[config.mk]
export PLATFORM = sky130hd
export DESIGN_NAME = delta_list_timer_queue_top
export DESIGN_NICKNAME = d
export VERILOG_FILES = /design/src/hdl/dltq_pkg.sv /design/src/hdl/delta_list_timer_queue_top.sv
export SDC_FILE = /design/constraint.sdc
export NUM_CORES = 1
export LEC_CHECK = 0
export ABC_AREA = 1
export BUFFER_PORTS_ARGS = -buffer_cell sky130_fd_sc_hd__buf_2
export CAP_MARGIN = 10
export CORE_MARGIN = 3
export CORE_UTILIZATION = 25
export DETAILED_ROUTE_END_ITERATION = 6
export GPL_ROUTABILITY_DRIVEN = 0
export PLACE_DENSITY = 0.36
export SLEW_MARGIN = 25
export SYNTH_ARGS = -nofsm -noshare
export SYNTH_HDL_FRONTEND = slang
export SYNTH_SLANG_ARGS = --single-unit
export TNS_END_PERCENT = 10
[constraint.sdc]
create_clock -name clk -period 11.1 [get_ports clk]
set_clock_uncertainty 0.2 [all_clocks]
set_input_delay 2.22 -clock clk [delete_from_list [all_inputs] [get_ports clk]]
set_output_delay 2.22 -clock clk [all_outputs]
set_load 0.03 [all_outputs]
[src/hdl/dltq_pkg.sv]
package dltq_pkg;

    // Slot count, the widths that follow from it, and the port widths
    localparam int SLOTS   = 8;
    localparam int IDX_W   = $clog2(SLOTS);
    localparam int PTR_W   = $clog2(SLOTS + 1);
    localparam int SLOT_W  = 3;
    localparam int DELTA_W = 32;

    // Null link: one past the last slot
    localparam logic [PTR_W-1:0] NIL_PTR = PTR_W'(SLOTS);

    // Request codes
    localparam logic REQ_ARM  = 1'b0;
    localparam logic REQ_TICK = 1'b1;

    typedef enum logic [3:0] {
        ST_IDLE,
        ST_UL_WALK,
        ST_UL_ADD,
        ST_INS_START,
        ST_INS_WALK,
        ST_INS_SELF,
        ST_TK_DEC,
        ST_TK_CHK,
        ST_TK_LAST
    } state_t;

endpackage

[src/hdl/delta_list_timer_queue_top.sv]
// Delta-list timer queue over SLOTS slots.
// Input channel (in_valid/in_ready) takes one beat per request: req_type
// REQ_ARM arms or re-arms slot with delay ticks, REQ_TICK advances time by one
// tick. Output channel (out_valid/out_ready) gives one beat per fired slot, in
// deadline order; last marks the final beat of a tick. An arm request gives
// no beat, and a tick that reaches no deadline gives none either.
// Link and delta words sit in two synchronous RAMs with a registered read; a
// sequencer walks the list one entry per cycle through the read port, but a
// tick that fires waits on each beat while the output register is full.
// An arm of a slot already armed first walks to it, unlinks it and adds its
// delta to any successor; every arm then walks to its insertion point. A tick
// counts down the head delta and pops each slot that comes due; in_ready is
// high only while the sequencer is idle.
// A finished beat sits in an output register; a new request is taken while it
// waits, but a stalled receiver holds the sequencer before the next beat.
// Reset (rst_n low) empties the list and clears the armed flags and the
// output valid flag; RAM contents need no clearing since only linked entries
// are ever used.
module delta_list_timer_queue_top
    import dltq_pkg::*;
(
    input  logic                clk,
    input  logic                rst_n,
    input  logic                in_valid,
    output logic                in_ready,
    input  logic                req_type,
    input  logic [SLOT_W-1:0]   slot,
    input  logic [DELTA_W-1:0]  delay,
    output logic                out_valid,
    input  logic                out_ready,
    output logic [SLOT_W-1:0]   fired_slot,
    output logic                last
);

    state_t               state_reg, state_next;
    logic [PTR_W-1:0]     head_reg, head_next;
    logic [PTR_W-1:0]     cur_reg, cur_next;
    logic [PTR_W-1:0]     prev_reg, prev_next;
    logic [IDX_W-1:0]     slot_reg, slot_next;
    logic [DELTA_W-1:0]   rem_reg, rem_next;
    logic [DELTA_W-1:0]   acc_reg, acc_next;
    logic [IDX_W-1:0]     pend_reg, pend_next;
    logic [SLOTS-1:0]     armed_reg, armed_next;

    logic                 out_valid_reg;
    logic [SLOT_W-1:0]    fired_slot_reg;
    logic                 last_reg;

    // Link and delta RAMs
    logic [PTR_W-1:0]     next_mem  [SLOTS];
    logic [DELTA_W-1:0]   delta_mem [SLOTS];
    logic [PTR_W-1:0]     rd_next;
    logic [DELTA_W-1:0]   rd_delta;
    logic [IDX_W-1:0]     raddr;
    logic                 nw_en;
    logic [IDX_W-1:0]     nw_addr;
    logic [PTR_W-1:0]     nw_data;
    logic                 dw_en;
    logic [IDX_W-1:0]     dw_addr;
    logic [DELTA_W-1:0]   dw_data;

    logic                 emit;
    logic                 emit_last;
    logic                 do_fire;
    logic                 out_free;
    logic [IDX_W-1:0]     cur_idx;
    logic [IDX_W-1:0]     in_idx;
    logic [PTR_W-1:0]     slot_ptr;
    logic [DELTA_W-1:0]   dec_delta;

    assign out_free  = !out_valid_reg || out_ready;
    assign cur_idx   = cur_reg[IDX_W-1:0];
    assign in_idx    = IDX_W'(slot);
    assign slot_ptr  = PTR_W'(slot_reg);
    assign dec_delta = (rd_delta == '0) ? '0 : rd_delta - DELTA_W'(1);

    // RAM write and registered read
    always_ff @(posedge clk)
    begin
        if (nw_en)
        begin
            next_mem[nw_addr] <= nw_data;
        end
        if (dw_en)
        begin
            delta_mem[dw_addr] <= dw_data;
        end
        rd_next  <= next_mem[raddr];
        rd_delta <= delta_mem[raddr];
    end

    // Sequencer state
    always_ff @(posedge clk or negedge rst_n)
    begin
        if (!rst_n)
        begin
            state_reg <= ST_IDLE;
            head_reg  <= NIL_PTR;
            armed_reg <= '0;
        end
        else
        begin
            state_reg <= state_next;
            head_reg  <= head_next;
            armed_reg <= armed_next;
        end
    end

    // Walk registers
    always_ff @(posedge clk)
    begin
        cur_reg  <= cur_next;
        prev_reg <= prev_next;
        slot_reg <= slot_next;
        rem_reg  <= rem_next;
        acc_reg  <= acc_next;
        pend_reg <= pend_next;
    end

    // Next state, RAM accesses and beat emission
    always_comb
    begin
        state_next = state_reg;
        head_next  = head_reg;
        cur_next   = cur_reg;
        prev_next  = prev_reg;
        slot_next  = slot_reg;
        rem_next   = rem_reg;
        acc_next   = acc_reg;
        pend_next  = pend_reg;
        armed_next = armed_reg;
        raddr      = cur_idx;
        nw_en      = 1'b0;
        nw_addr    = cur_idx;
        nw_data    = NIL_PTR;
        dw_en      = 1'b0;
        dw_addr    = cur_idx;
        dw_data    = '0;
        emit       = 1'b0;
        emit_last  = 1'b0;
        do_fire    = 1'b0;
        in_ready   = 1'b0;

        case (state_reg)
            ST_IDLE:
            begin
                in_ready = 1'b1;
                raddr    = head_reg[IDX_W-1:0];
                if (in_valid)
                begin
                    if (req_type == REQ_TICK)
                    begin
                        if (head_reg != NIL_PTR)
                        begin
                            cur_next   = head_reg;
                            state_next = ST_TK_DEC;
                        end
                    end
                    else if (PTR_W'(slot) < NIL_PTR)
                    begin
                        slot_next = in_idx;
                        rem_next  = delay;
                        prev_next = NIL_PTR;
                        cur_next  = head_reg;
                        state_next = armed_reg[in_idx] ? ST_UL_WALK : ST_INS_START;
                    end
                end
            end

            // Find the slot being re-armed and unlink it
            ST_UL_WALK:
            begin
                if (cur_reg == slot_ptr)
                begin
                    if (prev_reg == NIL_PTR)
                    begin
                        head_next = rd_next;
                    end
                    else
                    begin
                        nw_en   = 1'b1;
                        nw_addr = prev_reg[IDX_W-1:0];
                        nw_data = rd_next;
                    end
                    if (rd_next != NIL_PTR)
                    begin
                        acc_next   = rd_delta;
                        cur_next   = rd_next;
                        raddr      = rd_next[IDX_W-1:0];
                        state_next = ST_UL_ADD;
                    end
                    else
                    begin
                        state_next = ST_INS_START;
                    end
                end
                else if (rd_next == NIL_PTR)
                begin
                    state_next = ST_INS_START;
                end
                else
                begin
                    prev_next = cur_reg;
                    cur_next  = rd_next;
                    raddr     = rd_next[IDX_W-1:0];
                end
            end

            // Hand the removed delta to the successor
            ST_UL_ADD:
            begin
                dw_en      = 1'b1;
                dw_addr    = cur_idx;
                dw_data    = rd_delta + acc_reg;
                state_next = ST_INS_START;
            end

            ST_INS_START:
            begin
                prev_next = NIL_PTR;
                raddr     = head_reg[IDX_W-1:0];
                if (head_reg == NIL_PTR)
                begin
                    head_next           = slot_ptr;
                    armed_next[slot_reg] = 1'b1;
                    cur_next            = NIL_PTR;
                    state_next          = ST_INS_SELF;
                end
                else
                begin
                    cur_next   = head_reg;
                    state_next = ST_INS_WALK;
                end
            end

            // Advance past entries with an earlier deadline
            ST_INS_WALK:
            begin
                if (rem_reg > rd_delta)
                begin
                    rem_next = rem_reg - rd_delta;
                    if (rd_next == NIL_PTR)
                    begin
                        nw_en                = 1'b1;
                        nw_addr              = cur_idx;
                        nw_data              = slot_ptr;
                        armed_next[slot_reg] = 1'b1;
                        cur_next             = NIL_PTR;
                        state_next           = ST_INS_SELF;
                    end
                    else
                    begin
                        prev_next = cur_reg;
                        cur_next  = rd_next;
                        raddr     = rd_next[IDX_W-1:0];
                    end
                end
                else
                begin
                    dw_en   = 1'b1;
                    dw_addr = cur_idx;
                    dw_data = rd_delta - rem_reg;
                    if (prev_reg == NIL_PTR)
                    begin
                        head_next = slot_ptr;
                    end
                    else
                    begin
                        nw_en   = 1'b1;
                        nw_addr = prev_reg[IDX_W-1:0];
                        nw_data = slot_ptr;
                    end
                    armed_next[slot_reg] = 1'b1;
                    state_next           = ST_INS_SELF;
                end
            end

            // Write the new entry itself
            ST_INS_SELF:
            begin
                dw_en      = 1'b1;
                dw_addr    = slot_reg;
                dw_data    = rem_reg;
                nw_en      = 1'b1;
                nw_addr    = slot_reg;
                nw_data    = cur_reg;
                state_next = ST_IDLE;
            end

            // Count down the head delta
            ST_TK_DEC:
            begin
                dw_en   = 1'b1;
                dw_addr = cur_idx;
                dw_data = dec_delta;
                if (dec_delta == '0)
                begin
                    do_fire = 1'b1;
                end
                else
                begin
                    state_next = ST_IDLE;
                end
            end

            // Decide whether the pending beat is the last one
            ST_TK_CHK:
            begin
                if (out_free)
                begin
                    emit = 1'b1;
                    if (rd_delta == '0)
                    begin
                        do_fire = 1'b1;
                    end
                    else
                    begin
                        emit_last  = 1'b1;
                        state_next = ST_IDLE;
                    end
                end
            end

            ST_TK_LAST:
            begin
                if (out_free)
                begin
                    emit       = 1'b1;
                    emit_last  = 1'b1;
                    state_next = ST_IDLE;
                end
            end

            default:
            begin
                state_next = ST_IDLE;
            end
        endcase

        // Pop the head slot and look at its successor
        if (do_fire)
        begin
            nw_en               = 1'b1;
            nw_addr             = cur_idx;
            nw_data             = NIL_PTR;
            head_next           = rd_next;
            armed_next[cur_idx] = 1'b0;
            pend_next           = cur_idx;
            if (rd_next == NIL_PTR)
            begin
                state_next = ST_TK_LAST;
            end
            else
            begin
                cur_next   = rd_next;
                raddr      = rd_next[IDX_W-1:0];
                state_next = ST_TK_CHK;
            end
        end
    end

    // Output register valid
    always_ff @(posedge clk or negedge rst_n)
    begin
        if (!rst_n)
        begin
            out_valid_reg <= 1'b0;
        end
        else if (emit)
        begin
            out_valid_reg <= 1'b1;
        end
        else if (out_ready)
        begin
            out_valid_reg <= 1'b0;
        end
    end

    // Output register payload
    always_ff @(posedge clk)
    begin
        if (emit)
        begin
            fired_slot_reg <= SLOT_W'(pend_reg);
            last_reg       <= emit_last;
        end
    end

    assign out_valid  = out_valid_reg;
    assign fired_slot = fired_slot_reg;
    assign last       = last_reg;

endmodule

# Word level (Yosys, flattened, before mapping)
# Memories as Yosys holds them, arrays and structs flattened. A register that Yosys moved wholly into a read port is not among the register bits.
# Index checks and enable logic that the tools add are counted.
# op_classes
eq_ne,31
reduce_logical,20
n_mux,104
n_bitwise,4
order_cmp,6
shifts,0
div,0
multipliers,0
n_addsub,4
# op_table
operator,count
$mux W4,41
$mux W32,5
$pmux W32 S4,1
$logic_not A32 Y1,2
$pmux W32 S2,1
$sub A32 B32 Y32,2
$mux W3,11
$add A32 B32 Y32,1
$gt A32 B32 Y1,1
$mux W8,4
$pmux W4 S4,2
$pmux W4 S8,1
$sub A32 B1 Y32 const B,1
$ne A3 B3 Y1 const B,10
$mux W1,25
$pmux W4 S3,2
$ne A4 B4 Y1 const B,5
$pmux W3 S3,2
$eq A4 B3 Y1 const B,4
$eq A4 B4 Y1 const B,4
$pmux W8 S2,1
$lt A3 B4 Y1 const B,3
$and A8 B8 Y8,1
$eq A4 B2 Y1 const B,2
other kinds (25),37
# totals
regBits,99
n_memories,2
ram_bits,288
word_cells,183
latch_bits,0
in_bits,40
mem_bits_ro,0
# mem_list
memory,depth,width,rd,rd_clocked_by_memory_dff,wr,line,source
delta_mem,8,32,1,1,1,delta_list_timer_queue_top.sv:51,logic [DELTA_W-1:0] delta_mem [SLOTS];
next_mem,8,4,1,1,1,delta_list_timer_queue_top.sv:50,logic [PTR_W-1:0] next_mem [SLOTS];

# Logic depth before layout (Yosys ltp)
# Gate-level depths: netlist of run 1.
# depth
ltp_word,10
depth_mapped,27

# Worst setup path before layout of run 1
# Ideal clock, no wire load.
# synth_path
path_type,input -> register
startpoint,in req_type
endpoint,reg rem_reg[0] (enable)
setup_ns,0.466
cell_stages,3
t_arrival_ns,4.675
required_time_ns,10.434
slack_ns,5.759
path_cell_list,nor2_1 -> inv_1 -> o21ai_0
# synth_between
elab_chain_cells,2
# synth_lines
item,line,source
start: declaration,delta_list_timer_queue_top.sv:26,"input logic req_type,"
$ne A2 B2 Y1 (no line),n/a,
$reduce_and A4 Y1 (no line),n/a,
end signal: assignment,delta_list_timer_queue_top.sv:115,rem_reg <= rem_next;
end: declaration,delta_list_timer_queue_top.sv:40,"logic [DELTA_W-1:0] rem_reg, rem_next;"
# No other way between the ends.
# A chain may end at the register's enable or synchronous reset.

# Final worst setup path of run 1
# layout_path
startpoint,"reg rd_delta[3], read port of delta_mem"
endpoint,"reg rd_delta[5], read port of delta_mem"
# layout_between
elab_chain_cells,6
elab_cells_between_ends,13
classes_between,add/sub (1); order compare (1); mux (9); reduce/logical (2)
# layout_lines
item,line,source
start: declaration,delta_list_timer_queue_top.sv:53,logic [DELTA_W-1:0] rd_delta;
$sub A32 B1 Y32 or $logic_not A32 Y1 (tied branches),"delta_list_timer_queue_top.sv:75, delta_list_timer_queue_top.sv:312",
$mux W32,delta_list_timer_queue_top.sv:75,assign dec_delta = (rd_delta == '0) ? '0 : rd_delta - DELTA_W'(1);
$logic_not A32 Y1,delta_list_timer_queue_top.sv:296,if (dec_delta == '0)
$mux W1,delta_list_timer_queue_top.sv:296,
$pmux W1 S2,delta_list_timer_queue_top.sv:144,case (state_reg)
$mux W3 *,delta_list_timer_queue_top.sv:341,if (do_fire)
# Mark *: on every way between the ends. The rest lies on a longest branch, timed or not.

==> results of run 1 <==
[cells by family (layout without fill, tap and decap cells)]
logic type,count (synthesis),in the layout
compound gates,482,482
xor+xnor,58,58
fa+ha+maj,98,98
buf+inv,672,736
flops,423,423
mux,1,1
simple gates,1401,1401
[worst max path at each step]
stage                            to                 from
4_1_cts         rd_delta[5]$_DFF_P_  rd_delta[3]$_DFF_P_
5_1_grt         rd_delta[5]$_DFF_P_  rd_delta[3]$_DFF_P_
2_1_floorplan  rem_reg[0]$_DFFE_PP_             req_type
6_report        rd_delta[5]$_DFF_P_  rd_delta[3]$_DFF_P_
3_3_place_gp    rd_delta[5]$_DFF_P_            out_ready
3_5_place_dp    rd_delta[5]$_DFF_P_            out_ready
[worst register-to-register path: cells and delay by family, from the launching register on]
kind	cells	cell delay, ns
AND/OR/NAND/NOR	20	4.39
buffers and inverters	1	0.70
flip-flops	1	0.49
[area by class of cell]
type | count | area, um2
clock inverters | 22 | 231
well taps | 1357 | 1700
inverters | 559 | 2100
flip-flops and latches | 423 | 12200
repair buffers | 77 | 478
multi-input cells | 2040 | 10600
fillers | 10800 | 71400
clock buffers | 78 | 1520
[synthesized netlist by cell type (all sizes together) (11+ instances only)]
library cell | n | share of area (%)
o211ai | 18 | 0.53
ha | 95 | 4.7
o21ai | 160 | 3.2
a21oi | 180 | 3.6
clkbuf | 57 | 0.87
o21a | 11 | 0.33
edfxtp | 366 | 43
xnor2 | 15 | 0.52
nand2 | 725 | 11
nor3 | 24 | 0.47
nor2 | 244 | 3.8
dfxtp | 40 | 3.2
xor2 | 43 | 1.5
a31oi | 25 | 0.62
nand4 | 13 | 0.38
dfrtp | 16 | 1.6
inv | 558 | 8.3
or2 | 11 | 0.27
buf | 56 | 1.2
o2111ai | 23 | 0.79
nand3 | 377 | 7.4
[metrics by stage]
stage	std cells	setup slack, ns
finish	4556	5.17
global route	4556	4.67
CTS	4554	4.75
detailed placement	4454	4.75
global placement	4452	4.78
floorplan	3135	5.76
[per-layer routing]
| metal | GRT usage, % | vias to the layer above |
|---|---|---|
| met5 | 0 | - |
| met4 | 3.68 | 0 |
| met3 | 1.89 | 108 |
| met2 | 27.5 | 553 |
| met1 | 25.3 | 10400 |
| li1 | - | 10400 |
==> out/results.tsv, run 1 <==
metric	value	unit
crit_required	11.33	ns
synth_seq_cells	423	
n_antenna_cell	0	
synth_edf_count	366	
root_buffer	clkbuf_16	
drive_gt1_share	6.69	%
tightest_slew	1.11	ns
status	complete, no violations	
antenna_found_initial	2	
whs_path_depth	0	
hold_buffers	0	
path_depth	21	
nNetsFinal	3292	
design_area	0.0289	mm2
synth_top_family_by_area	simple AND/OR/NAND/NOR gates	
ctsLongestPathBuffers	3	
portBuffers	45	
endpoint_kind	flop	
met3_length	4190	um
r2r.worst_path.cells	21	
wl_met2	41200	um
highest_layer	met4	
avgSynthCellArea	8.09	um2
grt_usage	17.3	%
syn_to_final_growth	13.8	%
path_clk_slew	0.06	ns
regToRegSetupSlack	5.17	ns
dieArea	0.105	mm2
core_area	0.100	mm2
cp_slowest_cell	buf_4	
utilization	28.8	%
timing.setup.tns	0	ns
criticalPathCategory	flop to flop	
grt_pass1_wl	139000	um
finalSetupViolations	0	
grt_max_degree	82	
yosysUniqueCellTypes	55	
maxCapViolCount	0	
hold_end	fired_slot[0]$_DFFE_PP_	
clk-insertion-delay-late	0.64	ns
timing.fmax	169	MHz
crit_path_frequent_cell	nand2_1	
synth-xor-area-share	2.00	%
synthAdderAreaFrac	4.93	%
synth_flop_cell	edfxtp_1	
via_per_inst	4.72	
cts_resized	0	
dp_hpwl	65700	um
synth_compound_area_share	11.0	%
worst_slew_margin_rel	26.1	%
largest_register	delta_mem	
firstDrtPassIters	5	
initial_core_util	25.3	%
synth-simple-area-share	23.4	%
drt_iter0_markers	1688	
crit_chain	nor2_1 -> nand2_1 -> nor2_1 -> nand2_1 -> nor2_1 -> nand2_1 -> nand3_1 -> nand2_1 -> nor2_1 -> nand2_1 -> nor2_1 -> nand3_1 -> nand2_2 -> nand2_4 -> nand2_4 -> buf_4 -> nand2_1 -> nand3_1 -> nand2_1 -> nand2_1 -> nand2_1	
hp-class	flop to flop	
cts_tree	done	
rows	116	
hold_ws	0.269	ns
vias	21500	
syn_area	0.0254	mm2
netlist_instances	3135	
path_delay_family	simple AND/OR/NAND/NOR gates	
start_kind	flop	
fp.dieW	324	um
most-common-layout-cells	nand2_1, inv_1, nand3_1	
min_from	pend_reg[0]$_DFFE_PP_	
slew_violations	0	
mostFrequentLayoutCell	nand2_1	
h-tree-depth	2	
overflow	0	
r2r_start	rd_delta[3]$_DFF_P_	
largest_reg_flops	256	
drt-wirelength-per-cell	20.5	um
post_cts_buffers	0	
hold_viol_final	0	
cts_made_buffers	53	
synthMuxAreaShare	0.0395	%
rsz0062_at_grt	false	
cts_num_sinks	423	
drc	0	
synth_nets	3273	
placed_area	0.0271	mm2
cp_max_fo	66	
die_h	324	um
period_needed	5.93	ns
cp.arrival	6.16	ns
synthArstFlopShare	4.02	%
yosysSeqAreaShare	48.2	%
period_share	53.4	%
wirelength	93400	um
grt_pass1_vias	21500	
ant_nets	0	
ys_warn_count	0	
wl_met1	46300	um
crit_path_max_incr_delay	0.70	ns
critPathBufInv	1	
reg2reg_to	rd_delta[5]$_DFF_P_	
ios	46	
Power of run 1 is left out: the tool's default activity adds up to more than one toggle a clock period on the data nets, which glitch-free logic cannot reach.
==> run 2: changes to the inputs <==
--- a/config.mk
+++ b/config.mk
@@ -5,7 +5,7 @@
 export SDC_FILE = /design/constraint.sdc
 export NUM_CORES = 1
 export LEC_CHECK = 0
-export ABC_AREA = 1
+export ABC_AREA = 0
 export BUFFER_PORTS_ARGS = -buffer_cell sky130_fd_sc_hd__buf_2
 export CAP_MARGIN = 10
 export CORE_MARGIN = 3
==> constraint.sdc (replaced) <==
create_clock -name clk -period 5.8 [get_ports clk]
set_clock_uncertainty 0.2 [all_clocks]
set_input_delay 1.16 -clock clk [delete_from_list [all_inputs] [get_ports clk]]
set_output_delay 1.16 -clock clk [all_outputs]
set_load 0.03 [all_outputs]
==> out/results.tsv, run 2 <==
metric	value	unit
status	finished with violations	
violations	DRC	
core_area	0.0919	mm2
h-tree-depth	2	
via_per_inst	4.92	
drive_gt1_share	12.3	%
synth_top_cells_by_count	edfxtp_1, mux2i_1, nand2_1, o21ai_0, nor2_1	
place_inst	3275	
cts_made_buffers	51	
avgSynthCellArea	11.6	um2
drt_iter0_markers	1368	
synthArstFlopShare	4.02	%
cts_num_sinks	423	
cp.arrival	5.55	ns
firstDrtPassIters	7	
crit_chain	inv_1 -> ha_1 -> nor2b_1 -> nand4_1 -> a211o_1 -> a311oi_1 -> o21ai_1 -> o21ai_4 -> nand2_1 -> a22oi_2 -> buf_12 -> buf_4 -> mux2i_1 -> mux2_2	
largest_register	delta_mem	
period_needed	5.29	ns
synth_top_cell_area_share	47.3	%
drt-wirelength-per-cell	23.3	um
hold_viol_final	0	
r2r.worst_path.cells	14	
cts_resized	0	
die_h	311	um
ctsLongestPathBuffers	3	
yosys.area.top_type	edfxtp_1	
whs_path_depth	0	
ios	46	
grt_pass1_wl	115000	um
timing.setup.tns	0	ns
ant_nets	0	
grt_pass1_vias	16700	
portBuffers	45	
crit_path_max_incr_delay	0.50	ns
hold_buffers	0	
met3_length	3840	um
mostFrequentLayoutCell	edfxtp_1	
cp_max_fo	22	
syn_to_final_growth	16.6	%
synth_flop_cell	edfxtp_1	
synth_most_common_cell	edfxtp_1	
largest_reg_flops	256	
synth_seq_cells	423	
wl_met1	37300	um
timing.fmax	189	MHz
cts_tree	done	
yosysSeqAreaShare	52.6	%
synth_area_leaders	edfxtp_1, mux2i_1, ha_1, dfxtp_1, o21ai_0	
grt_usage	15.8	%
antenna_found_initial	4	
grt_max_degree	70	
root_buffer	clkbuf_16	
clk-insertion-delay-late	0.60	ns
path_clk_slew	0.06	ns
maxCapViolCount	0	
initial_core_util	25.3	%
slew_violations	0	
criticalPathCategory	flop to flop	
worst_slew_margin_rel	28.9	%
start_kind	flop	
nNetsFinal	2226	
overflow	0	
wl_met2	35700	um
rsz0062_at_grt	false	
finalSetupViolations	0	
synth_edf_count	366	
netlist_instances	2009	
most-common-layout-cells	edfxtp_1, mux2i_1, nand2_1	
hp-class	flop to flop	
endpoint_kind	flop	
dp_hpwl	55800	um
layout.cells.non_filler	3373	
yosysUniqueCellTypes	77	
rows	111	
synth_nets	2147	
highest_layer	met5	
vias	16600	
crit_required	6.05	ns
ys_warn_count	0	
period_share	91.3	%
dieArea	0.0966	mm2
drc	18	
syn_area	0.0232	mm2
cp_slowest_cell	nand4_1	
tightest_slew	1.06	ns
wirelength	78700	um
fp.dieW	311	um
[run 2: cell types whose count changed in the layout (fill, tap and decap cells not counted), sizes merged, moves of 40 or more]
| cell | before | now |
|---|---|---|
| a21o | 6 | 50 |
| a21oi | 180 | 113 |
| buf | 77 | 122 |
| inv | 558 | 97 |
| mux2i | 1 | 222 |
| nand2 | 725 | 130 |
| nand3 | 377 | 29 |
| nor2 | 244 | 114 |
| o21ai | 160 | 120 |
| xnor2 | 15 | 65 |
[run 2: final timing paths]
| path | slack [ns] | start | end |
|---|---|---|---|
| hold reg to reg | 0.22 | pend_reg[2]$_DFFE_PP_ | fired_slot[2]$_DFFE_PP_ |
| min in group asynchronous | 0.30 | rst_n | head_reg[0]$_DFFE_PN0P_ |
| setup reg to reg | 0.51 | rd_delta[1]$_DFF_P_ | rd_delta[28]$_DFF_P_ |
| max in group asynchronous | 4.78 | rst_n | head_reg[3]$_DFFE_PN1P_ |
| setup / recovery | 0.51 | rd_delta[1]$_DFF_P_ | rd_delta[28]$_DFF_P_ |
| hold / removal | 0.22 | pend_reg[2]$_DFFE_PP_ | fired_slot[2]$_DFFE_PP_ |
[run 2: worst max-delay path, delay by kind of cell (launching register included)]
family	cells	cell delay, ns
AOI/OAI and AO/OA	5	1.85
and+or+nand+nor	3	1.15
buffers and inverters	3	0.75
muxes	2	0.47
DFF	1	0.45
adders and majority gates	1	0.26
[run 2: cell families after synthesis]
| logic type | after synthesis | synth area share (%) |
|---|---|---|
| AOI/OAI and AO/OA | 485 | 13.7 |
| and+or+nand+nor | 454 | 9.67 |
| DFF | 423 | 52.6 |
| muxes | 260 | 11.5 |
| buffers and inverters | 191 | 3.50 |
| xor gates and xnor gates | 98 | 3.69 |
| adders and majority gates | 98 | 5.37 |
[run 2: repair_timing]
action | CTS | global route
endpoints found under the hold margin | 0 | 0
setup endpoints to repair | 0 | 1
buffers inserted | 0 | 3
[run 2: layout make-up]
type,count,area [um2]
Fill cell,9485,64800
Clock inverter,27,278
Sequential cell,423,12200
Tap cell,1243,1560
Clock buffer,66,1360
Multi-Input combinational cell,1395,10300
Timing Repair Buffer,122,1000
Inverter,95,357
Antenna cell,2,5.00
[run 2: stage by stage]
stage               util (%)  setup WS (ns)  instance area (um2)  hold slack, ns
floorplan                  -          0.800                23200           0.200
detailed placement      27.7          0.296                25400           0.208
finish                  29.5          0.506                27100           0.224
global placement        27.7          0.228                25400           0.214
global route            29.5          0.171                27100           0.236
CTS                     29.4          0.296                27100           0.231
[run 2: layer usage]
metal / up-vias / GRT usage (%)
met2: 430 / 24.9
met3: 107 / 2.25
met4: 2 / 4.41
met5: - / 0.247
li1: 7781 / -
met1: 8275 / 22.7
Power of run 2 is left out for the same reason.
